<file path="config.mk">
export PLATFORM = sky130hd
export DESIGN_NAME = motor_feedback_angle_tracker_core
export DESIGN_NICKNAME = d
export VERILOG_FILES = /design/src/hw/rtl/mfat_pkg.sv /design/src/hw/rtl/motor_feedback_angle_tracker_core.sv /design/src/hw/rtl/mfat_front.sv /design/src/hw/rtl/mfat_queue.sv /design/src/hw/rtl/mfat_back.sv
export SDC_FILE = /design/constraint.sdc
export NUM_CORES = 1
export LEC_CHECK = 0
export ABC_AREA = 1
export BUFFER_PORTS_ARGS = -buffer_cell sky130_fd_sc_hd__buf_2
export CAP_MARGIN = 10
export CORE_ASPECT_RATIO = 0.7
export CORE_UTILIZATION = 55
export DETAILED_ROUTE_END_ITERATION = 10
export HOLD_SLACK_MARGIN = 0.03
export PLACE_DENSITY = 0.73
export REMOVE_ABC_BUFFERS = 1
export SYNTH_ARGS = -nofsm -noshare
export SYNTH_HDL_FRONTEND = slang
export SYNTH_SLANG_ARGS = --single-unit
</file>
<file path="constraint.sdc">
create_clock -name clk -period 13.8 [get_ports clk]
set_clock_uncertainty 0.05 [all_clocks]
set_input_delay 0.69 -clock clk [delete_from_list [all_inputs] [get_ports clk]]
set_output_delay 0.69 -clock clk [all_outputs]
set_load 0.05 [all_outputs]
</file>
<file path="src/hw/rtl/mfat_pkg.sv">
// ----------------------------------------------------------------------------
// Motor feedback angle tracker package
// Shared constants and the frame record that travels from front to back.
// ----------------------------------------------------------------------------
package mfat_pkg;

	localparam int MOTOR_COUNT = 4;
	localparam int MOTOR_W = (MOTOR_COUNT > 1) ? $clog2(MOTOR_COUNT) : 1;

	localparam int CFG_INDEX_W = 1;
	localparam int CFG_DATA_W = 11;
	localparam logic [CFG_INDEX_W-1:0] REG_BASE_ID = 1'd0;
	localparam logic [CFG_INDEX_W-1:0] REG_CAL_FRAMES = 1'd1;
	localparam logic [10:0] BASE_ID_RESET = 11'h201;
	localparam logic [7:0] CAL_FRAMES_RESET = 8'd50;

	localparam logic signed [16:0] STEP_LIMIT = 17'sd4096;
	localparam int TURN_SHIFT = 13;
	localparam logic [7:0] COUNT_MAX = 8'd255;

	localparam logic [16:0] DIV5_RECIP = 17'd52429;
	localparam int DIV5_SHIFT = 18;

	localparam int QUEUE_DEPTH = 2;

	typedef struct packed {
		logic [MOTOR_W-1:0] motor;
		logic [15:0] angle;
		logic signed [15:0] meas;
		logic signed [13:0] given;
		logic [7:0] hall;
	} frame_t;

endpackage

</file>
<file path="src/hw/rtl/motor_feedback_angle_tracker_core.sv">
// ----------------------------------------------------------------------------
// Motor feedback angle tracker core
// A result is formed from an accepted frame that passes, in order, through the
// front register, the queue and the output register. Throughput is one frame
// per cycle while the output is not stalled, set by the per-motor state update
// in the back end.
// Reset clears all motor state and restores the identifier and calibration
// registers to their defaults; frames are taken right after reset.
// ----------------------------------------------------------------------------
module motor_feedback_angle_tracker_core (
	input  logic clk,
	input  logic arst_n,
	input  logic cfg_we,
	input  logic [mfat_pkg::CFG_INDEX_W-1:0] cfg_index,
	input  logic [mfat_pkg::CFG_DATA_W-1:0] cfg_data,
	input  logic in_valid,
	output logic in_stall,
	input  logic [10:0] frame_id,
	input  logic [15:0] angle_word,
	input  logic signed [15:0] current_word,
	input  logic signed [15:0] given_word,
	input  logic [7:0] hall_byte,
	output logic out_valid,
	input  logic out_stall,
	output logic [1:0] motor_index,
	output logic [15:0] angle_out,
	output logic signed [15:0] measured_current,
	output logic signed [13:0] cmd_current,
	output logic [7:0] hall_out,
	output logic signed [31:0] turn_count,
	output logic signed [31:0] multiturn_angle,
	output logic calibrating
);
	import mfat_pkg::*;

	logic [10:0] base_id_q;
	logic [7:0] cal_frames_q;
	logic push;
	frame_t push_item;
	logic queue_full;
	logic pop;
	logic queue_empty;
	frame_t pop_item;

	always_ff @(posedge clk or negedge arst_n) begin
		if (!arst_n) begin
			base_id_q <= BASE_ID_RESET;
			cal_frames_q <= CAL_FRAMES_RESET;
		end else if (cfg_we) begin
			case (cfg_index)
				REG_BASE_ID: begin
					base_id_q <= cfg_data[10:0];
				end
				REG_CAL_FRAMES: begin
					cal_frames_q <= cfg_data[7:0];
				end
				default: begin
				end
			endcase
		end
	end

	mfat_front u_front (
		.clk          (clk),
		.arst_n       (arst_n),
		.in_valid     (in_valid),
		.in_stall     (in_stall),
		.frame_id     (frame_id),
		.angle_word   (angle_word),
		.current_word (current_word),
		.given_word   (given_word),
		.hall_byte    (hall_byte),
		.base_id      (base_id_q),
		.push         (push),
		.push_item    (push_item),
		.queue_full   (queue_full)
	);

	mfat_queue u_queue (
		.clk       (clk),
		.arst_n    (arst_n),
		.push      (push),
		.push_item (push_item),
		.full      (queue_full),
		.pop       (pop),
		.empty     (queue_empty),
		.pop_item  (pop_item)
	);

	mfat_back u_back (
		.clk              (clk),
		.arst_n           (arst_n),
		.empty            (queue_empty),
		.pop_item         (pop_item),
		.pop              (pop),
		.cal_frames       (cal_frames_q),
		.out_valid        (out_valid),
		.out_stall        (out_stall),
		.motor_index      (motor_index),
		.angle_out        (angle_out),
		.measured_current (measured_current),
		.cmd_current      (cmd_current),
		.hall_out         (hall_out),
		.turn_count       (turn_count),
		.multiturn_angle  (multiturn_angle),
		.calibrating      (calibrating)
	);

endmodule

</file>
<file path="src/hw/rtl/mfat_front.sv">
// ----------------------------------------------------------------------------
// Motor feedback angle tracker front end
// Takes frames, drops those outside the identifier window and scales the
// commanded current.
// ----------------------------------------------------------------------------
module mfat_front (
	input  logic clk,
	input  logic arst_n,
	input  logic in_valid,
	output logic in_stall,
	input  logic [10:0] frame_id,
	input  logic [15:0] angle_word,
	input  logic signed [15:0] current_word,
	input  logic signed [15:0] given_word,
	input  logic [7:0] hall_byte,
	input  logic [10:0] base_id,
	output logic push,
	output mfat_pkg::frame_t push_item,
	input  logic queue_full
);
	import mfat_pkg::*;

	logic valid_s1;
	frame_t item_s1;
	logic [11:0] diff;
	logic in_window;
	logic load;
	logic [16:0] abs_given;
	logic [33:0] prod;
	logic [12:0] mag;
	logic signed [13:0] quot;

	assign diff = {1'b0, frame_id} - {1'b0, base_id};
	assign in_window = !diff[11] && (diff < 12'(MOTOR_COUNT));

	// Negated quotient by five through a reciprocal, exact for magnitudes below 2^18.
	assign abs_given = given_word[15] ? (17'd0 - {given_word[15], given_word})
		: {1'b0, given_word};
	assign prod = {17'd0, abs_given} * {17'd0, DIV5_RECIP};
	assign mag = prod[DIV5_SHIFT+12:DIV5_SHIFT];
	assign quot = given_word[15] ? $signed({1'b0, mag}) : $signed(14'd0 - {1'b0, mag});

	assign in_stall = valid_s1 & queue_full;
	assign load = in_valid & !in_stall & in_window;
	assign push = valid_s1 & !queue_full;
	assign push_item = item_s1;

	always_ff @(posedge clk or negedge arst_n) begin
		if (!arst_n) begin
			valid_s1 <= 1'b0;
		end else begin
			valid_s1 <= load | (valid_s1 & queue_full);
		end
	end

	always_ff @(posedge clk) begin
		if (load) begin
			item_s1.motor <= diff[MOTOR_W-1:0];
			item_s1.angle <= angle_word;
			item_s1.meas <= current_word;
			item_s1.given <= quot;
			item_s1.hall <= hall_byte;
		end
	end

endmodule

</file>
<file path="src/hw/rtl/mfat_queue.sv">
// ----------------------------------------------------------------------------
// Motor feedback angle tracker queue
// Two-entry first-in first-out buffer between front end and back end.
// ----------------------------------------------------------------------------
module mfat_queue (
	input  logic clk,
	input  logic arst_n,
	input  logic push,
	input  mfat_pkg::frame_t push_item,
	output logic full,
	input  logic pop,
	output logic empty,
	output mfat_pkg::frame_t pop_item
);
	import mfat_pkg::*;

	localparam int PTR_W = (QUEUE_DEPTH > 1) ? $clog2(QUEUE_DEPTH) : 1;
	localparam int CNT_W = $clog2(QUEUE_DEPTH + 1);

	frame_t entry_q [QUEUE_DEPTH];
	logic [PTR_W-1:0] wr_ptr_q;
	logic [PTR_W-1:0] rd_ptr_q;
	logic [CNT_W-1:0] count_q;
	logic do_push;
	logic do_pop;

	assign full = (count_q == CNT_W'(QUEUE_DEPTH));
	assign empty = (count_q == '0);
	assign do_push = push & !full;
	assign do_pop = pop & !empty;
	assign pop_item = entry_q[rd_ptr_q];

	always_ff @(posedge clk or negedge arst_n) begin
		if (!arst_n) begin
			wr_ptr_q <= '0;
			rd_ptr_q <= '0;
			count_q <= '0;
		end else begin
			if (do_push) begin
				wr_ptr_q <= (wr_ptr_q == PTR_W'(QUEUE_DEPTH - 1)) ? '0 : wr_ptr_q + 1'b1;
			end
			if (do_pop) begin
				rd_ptr_q <= (rd_ptr_q == PTR_W'(QUEUE_DEPTH - 1)) ? '0 : rd_ptr_q + 1'b1;
			end
			if (do_push && !do_pop) begin
				count_q <= count_q + 1'b1;
			end else if (do_pop && !do_push) begin
				count_q <= count_q - 1'b1;
			end
		end
	end

	always_ff @(posedge clk) begin
		if (do_push) begin
			entry_q[wr_ptr_q] <= push_item;
		end
	end

endmodule

</file>
<file path="src/hw/rtl/mfat_back.sv">
// ----------------------------------------------------------------------------
// Motor feedback angle tracker back end
// Keeps per-motor angle, turn, offset and frame count state and forms the
// result in an output register.
// ----------------------------------------------------------------------------
module mfat_back (
	input  logic clk,
	input  logic arst_n,
	input  logic empty,
	input  mfat_pkg::frame_t pop_item,
	output logic pop,
	input  logic [7:0] cal_frames,
	output logic out_valid,
	input  logic out_stall,
	output logic [1:0] motor_index,
	output logic [15:0] angle_out,
	output logic signed [15:0] measured_current,
	output logic signed [13:0] cmd_current,
	output logic [7:0] hall_out,
	output logic signed [31:0] turn_count,
	output logic signed [31:0] multiturn_angle,
	output logic calibrating
);
	import mfat_pkg::*;

	logic [15:0] last_q [MOTOR_COUNT];
	logic [31:0] turn_q [MOTOR_COUNT];
	logic [15:0] offset_q [MOTOR_COUNT];
	logic [7:0] count_q [MOTOR_COUNT];

	logic out_valid_q;
	logic [1:0] motor_q;
	logic [15:0] angle_q;
	logic signed [15:0] meas_q;
	logic signed [13:0] given_q;
	logic [7:0] hall_q;
	logic [31:0] turn_out_q;
	logic [31:0] total_q;
	logic calib_q;

	logic [MOTOR_W-1:0] m;
	logic calib;
	logic signed [16:0] step;
	logic [31:0] turn_new;
	logic [15:0] offset_new;
	logic [31:0] total_new;

	assign pop = !empty & (!out_valid_q | !out_stall);
	assign m = pop_item.motor;

	assign calib = (count_q[m] <= cal_frames);
	assign step = $signed({1'b0, pop_item.angle}) - $signed({1'b0, last_q[m]});

	always_comb begin
		turn_new = turn_q[m];
		if (!calib) begin
			if (step > STEP_LIMIT) begin
				turn_new = turn_q[m] - 32'd1;
			end else if (step < -STEP_LIMIT) begin
				turn_new = turn_q[m] + 32'd1;
			end
		end
	end

	assign offset_new = calib ? pop_item.angle : offset_q[m];
	assign total_new = (turn_new << TURN_SHIFT) + {16'd0, pop_item.angle} - {16'd0, offset_new};

	always_ff @(posedge clk or negedge arst_n) begin
		if (!arst_n) begin
			out_valid_q <= 1'b0;
			for (int i = 0; i < MOTOR_COUNT; i++) begin
				last_q[i] <= '0;
				turn_q[i] <= '0;
				offset_q[i] <= '0;
				count_q[i] <= '0;
			end
		end else begin
			if (pop) begin
				out_valid_q <= 1'b1;
				last_q[m] <= pop_item.angle;
				turn_q[m] <= turn_new;
				offset_q[m] <= offset_new;
				if (count_q[m] != COUNT_MAX) begin
					count_q[m] <= count_q[m] + 8'd1;
				end
			end else if (!out_stall) begin
				out_valid_q <= 1'b0;
			end
		end
	end

	always_ff @(posedge clk) begin
		if (pop) begin
			motor_q <= 2'(pop_item.motor);
			angle_q <= pop_item.angle;
			meas_q <= pop_item.meas;
			given_q <= pop_item.given;
			hall_q <= pop_item.hall;
			turn_out_q <= turn_new;
			total_q <= total_new;
			calib_q <= calib;
		end
	end

	assign out_valid = out_valid_q;
	assign motor_index = motor_q;
	assign angle_out = angle_q;
	assign measured_current = meas_q;
	assign cmd_current = given_q;
	assign hall_out = hall_q;
	assign turn_count = $signed(turn_out_q);
	assign multiturn_angle = $signed(total_q);
	assign calibrating = calib_q;

endmodule
</file>
==> results of run 1 <==
routing by layer:
layer	vias to the layer above	wire, um	GRT usage, %
met5	-	0	0
met4	0	1730	6.34
met3	112	7400	4.06
met2	1117	38300	41.9
met1	13200	41600	41.5
li1	13600	-	-
how the worst min path moves through the flow:
stage / slack (ns) / to / cells after the start / from
after floorplan: 0.34 / base_id_q[10]$_DFFE_PN0P_ / 0 / arst_n
after global placement: 0.37 / u_queue.entry_q[1][1]$_DFFE_PP_ / 0 / u_front.push_item[1]$_DFFE_PP_
after detailed placement: 0.38 / u_queue.entry_q[0][31]$_DFFE_PP_ / 0 / u_front.push_item[31]$_DFFE_PP_
after CTS: 0.06 / u_back.offset_q[7]$_DFFE_PN0P_ / 1 / arst_n
after global routing: 0.08 / base_id_q[8]$_DFFE_PN0P_ / 1 / arst_n
final: 0.03 / base_id_q[8]$_DFFE_PN0P_ / 1 / arst_n
state kept, by name, indices dropped and copies added, names as in the netlist, 14 cells and up:
name and flops:
u_back.angle_out 16, u_back.cmd_current 14, u_back.count_q 32, u_back.last_q 64, u_back.measured_current 16, u_back.multiturn_angle 32
u_back.offset_q 64, u_back.turn_count 32, u_back.turn_q 128, u_front.push_item 56, u_queue.entry_q 112
cell usage after synthesis (16+ instances only):
master                     count
sky130_fd_sc_hd__nor3_1       23
sky130_fd_sc_hd__nand2_2      31
sky130_fd_sc_hd__nand4_1      45
sky130_fd_sc_hd__xnor2_1      30
sky130_fd_sc_hd__fa_1         92
sky130_fd_sc_hd__nand3_1     111
sky130_fd_sc_hd__a31oi_1      34
sky130_fd_sc_hd__inv_1       473
sky130_fd_sc_hd__xor2_1       80
sky130_fd_sc_hd__nand2_1    1405
sky130_fd_sc_hd__ha_1        207
sky130_fd_sc_hd__dfrtp_1     308
sky130_fd_sc_hd__clkbuf_1     75
sky130_fd_sc_hd__a22oi_1      29
sky130_fd_sc_hd__o21ai_0     257
sky130_fd_sc_hd__edfxtp_1    289
sky130_fd_sc_hd__buf_2        16
sky130_fd_sc_hd__o21ai_1      33
sky130_fd_sc_hd__nor2_1      232
sky130_fd_sc_hd__a21oi_1     100
through the flow:
stage          cell area [um^2]  utilization, %  setup slack (ns)
6_report                  39000            61.8              4.91
5_1_grt                   39000            61.8              3.92
4_1_cts                   39000            61.8              4.93
3_5_place_dp              37100            58.6              4.93
3_3_place_gp              37100            58.6              5.11
2_1_floorplan             34700               -              5.05
worst max-delay path: cells and delay by family (launching register included):
kind | cells | cell delay (ns)
and+or+nand+nor | 12 | 2.69
AOI/OAI and AO/OA | 11 | 2.24
adders and majority gates | 4 | 1.51
buffers and inverters | 5 | 1.47
DFF | 1 | 0.47
xor gates and xnor gates | 1 | 0.17
cell families (layout without fill, tap and decap cells):
group,Yosys count,count (layout),share of synthesized area [%]
AOI/OAI and AO/OA,532,532,8.52
DFF,602,602,46.9
xor gates and xnor gates,110,110,2.74
adders and majority gates,299,299,12.6
and+or+nand+nor,1921,1921,22.5
buffers and inverters,606,836,6.72
other,2,6,0.0213
final cells by class:
class,count,share of cell area (%)
repair buffers,238,3.28
clock inverters,40,1.05
flip-flops and latches,602,42.3
inverters,487,4.69
well taps,829,2.66
clock buffers,71,4.05
multi-input cells,2868,42.0
==> flow_results.xml, run 1 <==
<?xml version="1.0" encoding="UTF-8"?>
<metrics>
  <group name="grt">
    <metric name="gr_util_all_layers" unit="%">27.5</metric>
    <metric name="grt_pass1_wl" unit="um">142000</metric>
    <metric name="pin_count_of_the_biggest_net_entering_global_routing" unit="">100</metric>
    <metric name="initial_antenna_violation_count" unit="">0</metric>
    <metric name="global_route.overflow_total" unit="">0</metric>
    <metric name="first_global_vias" unit="">26100</metric>
  </group>
  <group name="setup_path">
    <metric name="timing.critical_path.to" unit="">u_back.multiturn_angle[28]$_DFFE_PP_</metric>
    <metric name="timing.critical_path.arrival" unit="ns">9.23</metric>
    <metric name="r2r-end" unit="">u_back.multiturn_angle[28]$_DFFE_PP_</metric>
    <metric name="critical_path.reg2reg.startpoint" unit="">u_queue.rd_ptr_q$_DFFE_PN0P_</metric>
    <metric name="slowest_stage" unit="">sky130_fd_sc_hd__nand2_2</metric>
    <metric name="timing.critical_path.to_type" unit="">flop</metric>
    <metric name="timing.reg2reg.worst_path_depth" unit="">33</metric>
    <metric name="critPathLaunchType" unit="">flop</metric>
    <metric name="ff2ff_setup_slack" unit="ns">4.91</metric>
    <metric name="worstPathRequired" unit="ns">14.14</metric>
    <metric name="critPathMostFrequentCell" unit="">sky130_fd_sc_hd__nand3_1</metric>
    <metric name="critPathMaxStageDelay" unit="ns">0.60</metric>
    <metric name="timing_worst_setup_path_type" unit="">flop to flop</metric>
    <metric name="worst_setup_path_startpoint" unit="">u_queue.rd_ptr_q$_DFFE_PN0P_</metric>
    <metric name="timing.critical_path.fanout_max" unit="">56</metric>
  </group>
  <group name="synth">
    <metric name="mappedNetlistArea" unit="um^2">35200</metric>
    <metric name="synthesis.instances" unit="">4072</metric>
    <metric name="synth_seq_area_share" unit="%">46.9</metric>
    <metric name="synth_enable_flop_cells" unit="">289</metric>
    <metric name="dominant_cell_type_by_area_after_synthesis" unit="">sky130_fd_sc_hd__edfxtp_1</metric>
    <metric name="async_reset_ff_share" unit="%">52.0</metric>
    <metric name="synth_top_area_share" unit="%">24.7</metric>
    <metric name="ys.warnings.count" unit="">0</metric>
    <metric name="synth_top_flop_cell" unit="">sky130_fd_sc_hd__dfrtp_1</metric>
    <metric name="synth.area.top_cells" unit="">sky130_fd_sc_hd__edfxtp_1, sky130_fd_sc_hd__dfrtp_1, sky130_fd_sc_hd__nand2_1, sky130_fd_sc_hd__ha_1, sky130_fd_sc_hd__fa_1</metric>
    <metric name="average_cell_area_after_synthesis" unit="um^2">8.65</metric>
    <metric name="synth.distinct_cells" unit="">57</metric>
    <metric name="synth-seq-cells" unit="">602</metric>
  </group>
  <group name="cells_and_area">
    <metric name="final.fill_count" unit="">5344</metric>
    <metric name="layout_commonest_cell" unit="">sky130_fd_sc_hd__nand2_1</metric>
    <metric name="diodes_inserted" unit="">0</metric>
    <metric name="mostFrequentLayoutCells" unit="">sky130_fd_sc_hd__nand2_1, sky130_fd_sc_hd__inv_1, sky130_fd_sc_hd__dfrtp_1</metric>
    <metric name="multi_input_logic_area" unit="um^2">16400</metric>
    <metric name="nets" unit="">4639</metric>
    <metric name="final_layout_size_suffix_gt1_share" unit="%">10.3</metric>
    <metric name="layout-area-overhead-vs-synth" unit="%">10.9</metric>
    <metric name="seqCellArea" unit="um^2">16500</metric>
    <metric name="final_cell_count_no_fill" unit="">5135</metric>
  </group>
  <group name="clocking">
    <metric name="clk_path_buf_depth" unit="">3</metric>
    <metric name="worst_setup_hold_path_clk_slew" unit="ns">0.07</metric>
    <metric name="cts_buffers" unit="">59</metric>
    <metric name="cts_hold_buf" unit="">0</metric>
    <metric name="cts_num_sinks" unit="">602</metric>
    <metric name="h-tree-depth" unit="">2</metric>
    <metric name="post-cts-setup-buffer-count" unit="">0</metric>
    <metric name="clk_latency" unit="ns">0.66</metric>
    <metric name="clock_tree_from_tritoncts" unit="">done</metric>
    <metric name="root_buffer_master" unit="">sky130_fd_sc_hd__clkbuf_16</metric>
    <metric name="postCtsResizedCells" unit="">0</metric>
  </group>
  <group name="routing">
    <metric name="viasPerCell" unit="">5.45</metric>
    <metric name="wl_per_instance" unit="um">17.3</metric>
    <metric name="dr_total_vias" unit="">28000</metric>
    <metric name="first_pass_iters" unit="">6</metric>
    <metric name="drt-initial-drc-count" unit="">2756</metric>
    <metric name="routed_wl" unit="um">89000</metric>
    <metric name="route.detailed.drc" unit="">0</metric>
    <metric name="post_detailed_route_count_of_antenna_violating_nets" unit="">0</metric>
  </group>
  <group name="run_status">
    <metric name="run_status" unit="">finished, final reports clean</metric>
  </group>
  <group name="floorplanning">
    <metric name="dieWidth" unit="um">304</metric>
    <metric name="ios" unit="">207</metric>
    <metric name="coreArea" unit="um^2">63200</metric>
    <metric name="fp-row-count" unit="">77</metric>
    <metric name="chipHeight" unit="um">214</metric>
    <metric name="dieArea" unit="um^2">65000</metric>
    <metric name="initial_utilization" unit="%">55.7</metric>
  </group>
  <group name="timing">
    <metric name="max_clock_freq" unit="GHz">0.113</metric>
    <metric name="setup_repair_after_global_routing_missed_its_margin" unit="">no</metric>
    <metric name="timing.final.setup_violations" unit="">0</metric>
    <metric name="min_period_over_period" unit="%">64.4</metric>
    <metric name="worst-slew-pin-transition" unit="ns">1.09</metric>
    <metric name="setup_total_negative_slack" unit="ns">0</metric>
    <metric name="fin_worst_hold_slack" unit="ns">0.0347</metric>
    <metric name="drv_slew" unit="">0</metric>
    <metric name="hold_fails_final_rpt" unit="">0</metric>
    <metric name="finalCriticalPeriod" unit="ns">8.89</metric>
    <metric name="timing.slew.headroom" unit="%">27.5</metric>
  </group>
  <group name="place">
    <metric name="finalWeightedCongestion" unit="">0.986</metric>
    <metric name="place.detailed.instances" unit="">5024</metric>
    <metric name="dp.final_hpwl" unit="um">63000</metric>
    <metric name="port_buffers" unit="">206</metric>
  </group>
  <group name="hold_path">
    <metric name="worstHoldPathType" unit="">input port to asynchronous set/reset pin</metric>
  </group>
  <group name="run">
    <metric name="max_cap_violations" unit="">0</metric>
  </group>
</metrics>
Power of run 1 is left out: the tool's default activity adds up to more than one toggle a clock period on the data nets, which glitch-free logic cannot reach.
==> run 2, diff against run 1 <==
--- a/config.mk
+++ b/config.mk
@@ -5,14 +5,14 @@
 export SDC_FILE = /design/constraint.sdc
 export NUM_CORES = 1
 export LEC_CHECK = 0
-export ABC_AREA = 1
+export ABC_AREA = 0
 export BUFFER_PORTS_ARGS = -buffer_cell sky130_fd_sc_hd__buf_2
 export CAP_MARGIN = 10
 export CORE_ASPECT_RATIO = 0.7
 export CORE_UTILIZATION = 55
 export DETAILED_ROUTE_END_ITERATION = 10
 export HOLD_SLACK_MARGIN = 0.03
-export PLACE_DENSITY = 0.73
+export PLACE_DENSITY = 0.76
 export REMOVE_ABC_BUFFERS = 1
 export SYNTH_ARGS = -nofsm -noshare
 export SYNTH_HDL_FRONTEND = slang
==> constraint.sdc (replaced) <==
create_clock -name clk -period 8.1 [get_ports clk]
set_clock_uncertainty 0.05 [all_clocks]
set_input_delay 0.405 -clock clk [delete_from_list [all_inputs] [get_ports clk]]
set_output_delay 0.405 -clock clk [all_outputs]
set_load 0.05 [all_outputs]
==> run 2 against run 1 <==
Critical path depth rose by 4. Global-route usage rose by 0.24 points. First-iteration DRC count fell by 13%. Die area fell by 5.6%. Count of clock-buffer cells in the layout rose by 1. Sequential share of layout area rose by 0.73 points. Via count fell by 15%. Setup slack got worse by 4.6 ns. Area after synthesis fell by 5.6%.
==> flow_results.xml, run 2 <==
<?xml version="1.0" encoding="UTF-8"?>
<metrics>
  <group name="run_status">
    <metric name="run_status" unit="">finished, final reports clean</metric>
  </group>
  <group name="grt">
    <metric name="global_route.overflow_total" unit="">0</metric>
    <metric name="initial_antenna_violation_count" unit="">4</metric>
    <metric name="pin_count_of_the_biggest_net_entering_global_routing" unit="">126</metric>
    <metric name="grt_pass1_wl" unit="um">132000</metric>
    <metric name="gr_util_all_layers" unit="%">27.7</metric>
    <metric name="first_global_vias" unit="">24000</metric>
  </group>
  <group name="place">
    <metric name="port_buffers" unit="">206</metric>
    <metric name="dp.final_hpwl" unit="um">59500</metric>
    <metric name="place_ws" unit="ns">-0.409</metric>
    <metric name="finalWeightedCongestion" unit="">0.923</metric>
  </group>
  <group name="setup_path">
    <metric name="worstPathRequired" unit="ns">8.40</metric>
    <metric name="ff2ff_setup_slack" unit="ns">0.38</metric>
    <metric name="critPathMaxStageDelay" unit="ns">0.55</metric>
    <metric name="timing.critical_path.fanout_max" unit="">5</metric>
    <metric name="timing_worst_setup_path_type" unit="">input port to flop</metric>
    <metric name="timing.critical_path.arrival" unit="ns">8.11</metric>
    <metric name="path_buf_inv" unit="">8</metric>
    <metric name="critPathLaunchType" unit="">input port</metric>
    <metric name="critical_path.reg2reg.startpoint" unit="">u_queue.rd_ptr_q$_DFFE_PN0P_</metric>
    <metric name="worstSetupPathDepth" unit="">37</metric>
    <metric name="critPathMostFrequentCell" unit="">sky130_fd_sc_hd__inv_1</metric>
    <metric name="timing.reg2reg.worst_path_depth" unit="">29</metric>
    <metric name="timing.critical_path.to_type" unit="">flop</metric>
    <metric name="slowest_stage" unit="">sky130_fd_sc_hd__fa_1</metric>
    <metric name="critical_path.top_delay_family" unit="">adder cells</metric>
    <metric name="worst_setup_path_startpoint" unit="">given_word[1]</metric>
  </group>
  <group name="synth">
    <metric name="synthesis.instances" unit="">2888</metric>
    <metric name="synth_seq_area_share" unit="%">49.7</metric>
    <metric name="synth_top_flop_cell" unit="">sky130_fd_sc_hd__dfrtp_1</metric>
    <metric name="ys.warnings.count" unit="">0</metric>
    <metric name="synth_enable_flop_cells" unit="">289</metric>
    <metric name="mappedNetlistArea" unit="um^2">33200</metric>
    <metric name="synth.distinct_cells" unit="">88</metric>
    <metric name="synth.area.top_cells" unit="">sky130_fd_sc_hd__edfxtp_1, sky130_fd_sc_hd__dfrtp_1, sky130_fd_sc_hd__ha_1, sky130_fd_sc_hd__fa_1, sky130_fd_sc_hd__mux4_2</metric>
    <metric name="synth-seq-cells" unit="">602</metric>
    <metric name="async_reset_ff_share" unit="%">52.0</metric>
    <metric name="yosysMostFrequentCell" unit="">sky130_fd_sc_hd__nand2_1</metric>
    <metric name="post_synth_most_frequent_cells" unit="">sky130_fd_sc_hd__nand2_1, sky130_fd_sc_hd__dfrtp_1, sky130_fd_sc_hd__inv_1</metric>
    <metric name="synth_top_area_share" unit="%">26.1</metric>
    <metric name="dominant_cell_type_by_area_after_synthesis" unit="">sky130_fd_sc_hd__edfxtp_1</metric>
    <metric name="average_cell_area_after_synthesis" unit="um^2">11.5</metric>
  </group>
  <group name="timing">
    <metric name="max_clock_freq" unit="GHz">0.128</metric>
    <metric name="timing.final.setup_violations" unit="">0</metric>
    <metric name="timing.slew.headroom" unit="%">28.9</metric>
    <metric name="min_period_over_period" unit="%">96.4</metric>
    <metric name="finalCriticalPeriod" unit="ns">7.81</metric>
    <metric name="setup_repair_after_global_routing_missed_its_margin" unit="">no</metric>
    <metric name="fin_worst_hold_slack" unit="ns">0.115</metric>
    <metric name="worst-slew-pin-transition" unit="ns">1.06</metric>
    <metric name="hold_fails_final_rpt" unit="">0</metric>
    <metric name="worst_slack" unit="ns">0.295</metric>
    <metric name="drv_slew" unit="">0</metric>
  </group>
  <group name="cells_and_area">
    <metric name="top_register" unit="">u_back.turn_q</metric>
    <metric name="final_core_util" unit="%">65.1</metric>
    <metric name="layout_commonest_cell" unit="">sky130_fd_sc_hd__nand2_1</metric>
    <metric name="largest_register_ff_count" unit="">128</metric>
    <metric name="reg.largest.list" unit="">u_back.turn_q x128, u_queue.entry_q x112</metric>
    <metric name="mostFrequentLayoutCells" unit="">sky130_fd_sc_hd__nand2_1, sky130_fd_sc_hd__dfrtp_1, sky130_fd_sc_hd__inv_1</metric>
    <metric name="final_layout_size_suffix_gt1_share" unit="%">19.4</metric>
    <metric name="nets" unit="">3599</metric>
    <metric name="final.fill_count" unit="">4428</metric>
    <metric name="layout-area-overhead-vs-synth" unit="%">15.5</metric>
  </group>
  <group name="floorplanning">
    <metric name="coreArea" unit="um^2">59000</metric>
    <metric name="dieWidth" unit="um">296</metric>
    <metric name="chipHeight" unit="um">208</metric>
    <metric name="dieArea" unit="um^2">61400</metric>
    <metric name="initial_utilization" unit="%">56.3</metric>
    <metric name="fp-row-count" unit="">74</metric>
    <metric name="ios" unit="">207</metric>
  </group>
  <group name="hold_path">
    <metric name="worstHoldStart" unit="">cfg_index</metric>
    <metric name="worstHoldPathType" unit="">input port to flop</metric>
    <metric name="hold_depth" unit="">4</metric>
  </group>
  <group name="clocking">
    <metric name="h-tree-depth" unit="">2</metric>
    <metric name="cts_num_sinks" unit="">602</metric>
    <metric name="cts_buffers" unit="">58</metric>
    <metric name="worst_setup_hold_path_clk_slew" unit="ns">0.07</metric>
    <metric name="clock_tree_from_tritoncts" unit="">done</metric>
    <metric name="root_buffer_master" unit="">sky130_fd_sc_hd__clkbuf_16</metric>
    <metric name="clk_path_buf_depth" unit="">3</metric>
    <metric name="clk_latency" unit="ns">0.63</metric>
  </group>
  <group name="routing">
    <metric name="viasPerCell" unit="">5.88</metric>
    <metric name="drt-initial-drc-count" unit="">2404</metric>
    <metric name="dr_total_vias" unit="">23900</metric>
    <metric name="first_pass_iters" unit="">7</metric>
    <metric name="wl_per_instance" unit="um">20.7</metric>
    <metric name="post_detailed_route_count_of_antenna_violating_nets" unit="">0</metric>
    <metric name="routed_wl" unit="um">84000</metric>
    <metric name="route.detailed.drc" unit="">0</metric>
  </group>
  <group name="run">
    <metric name="max_cap_violations" unit="">0</metric>
  </group>
</metrics>
==> run 2: worst reg2reg max path: cells and delay by family (launching register included) <==
kind | cells | cell delay, ns
AO/OA/AOI/OAI | 15 | 3.57
adder cells (fa/ha/maj) | 4 | 1.38
multiplexers | 2 | 0.81
XOR/XNOR | 2 | 0.57
buffers and inverters | 4 | 0.48
flip-flops | 1 | 0.40
AND/OR/NAND/NOR | 2 | 0.22
==> run 2: layout make-up <==
class | count | area (um^2) | share of cell area, %
diodes | 2 | 5.00 | 0.0130
clock buffers | 72 | 1550 | 4.03
clock inverters | 37 | 438 | 1.14
inverters | 303 | 1150 | 2.99
multi-input cells | 1878 | 15300 | 39.8
flip-flops and latches | 602 | 16500 | 43.0
well taps | 798 | 998 | 2.60
repair buffers | 373 | 2460 | 6.40
==> run 2: timing repair <==
action / CTS / global route
hold endpoints to repair: 183 / 0
gates resized for setup: 1 / 17
setup endpoints to repair: 1 / 6
hold buffers: 53 / 0
setup buffers: 0 / 2
pin swaps: 0 / 2
==> run 2: final timing paths <==
| check | to |
|---|---|
| setup reg to reg | u_back.multiturn_angle[31]$_DFFE_PP_ |
| max in group asynchronous | u_queue.wr_ptr_q$_DFFE_PN0P_ |
| setup / recovery | u_front.push_item[18]$_DFFE_PP_ |
| hold reg to reg | u_queue.entry_q[1][7]$_DFFE_PP_ |
| min in group asynchronous | u_back.offset_q[51]$_DFFE_PN0P_ |
| hold / removal | base_id_q[9]$_DFFE_PN1P_ |
==> run 2: cell families after synthesis <==
group	synth area share (%)
compound gates	10.2
xor+xnor	3.10
fa+ha+maj	13.3
buf+inv	4.79
flops	49.7
mux	9.51
other cells	0.0226
simple gates	9.38
==> run 2: metal layers <==
metal,wire length [um],up-vias,global-route usage (%)
li1,-,10900,-
met1,37500,11800,41.6
met2,37300,1050,41.5
met3,7510,135,5.84
met4,1740,4,6.22
met5,22,-,0
==> run 2: per-stage QoR <==
step	setup TNS [ns]	std cells	instance area, um^2
floorplan	-18.72	2783	32800
global placement	-0.194	3899	35800
detailed placement	-1.09	3899	35800
CTS	0	4061	38300
global route	0	4064	38400
finish	0	4065	38400
Power of run 2 is left out for the same reason.
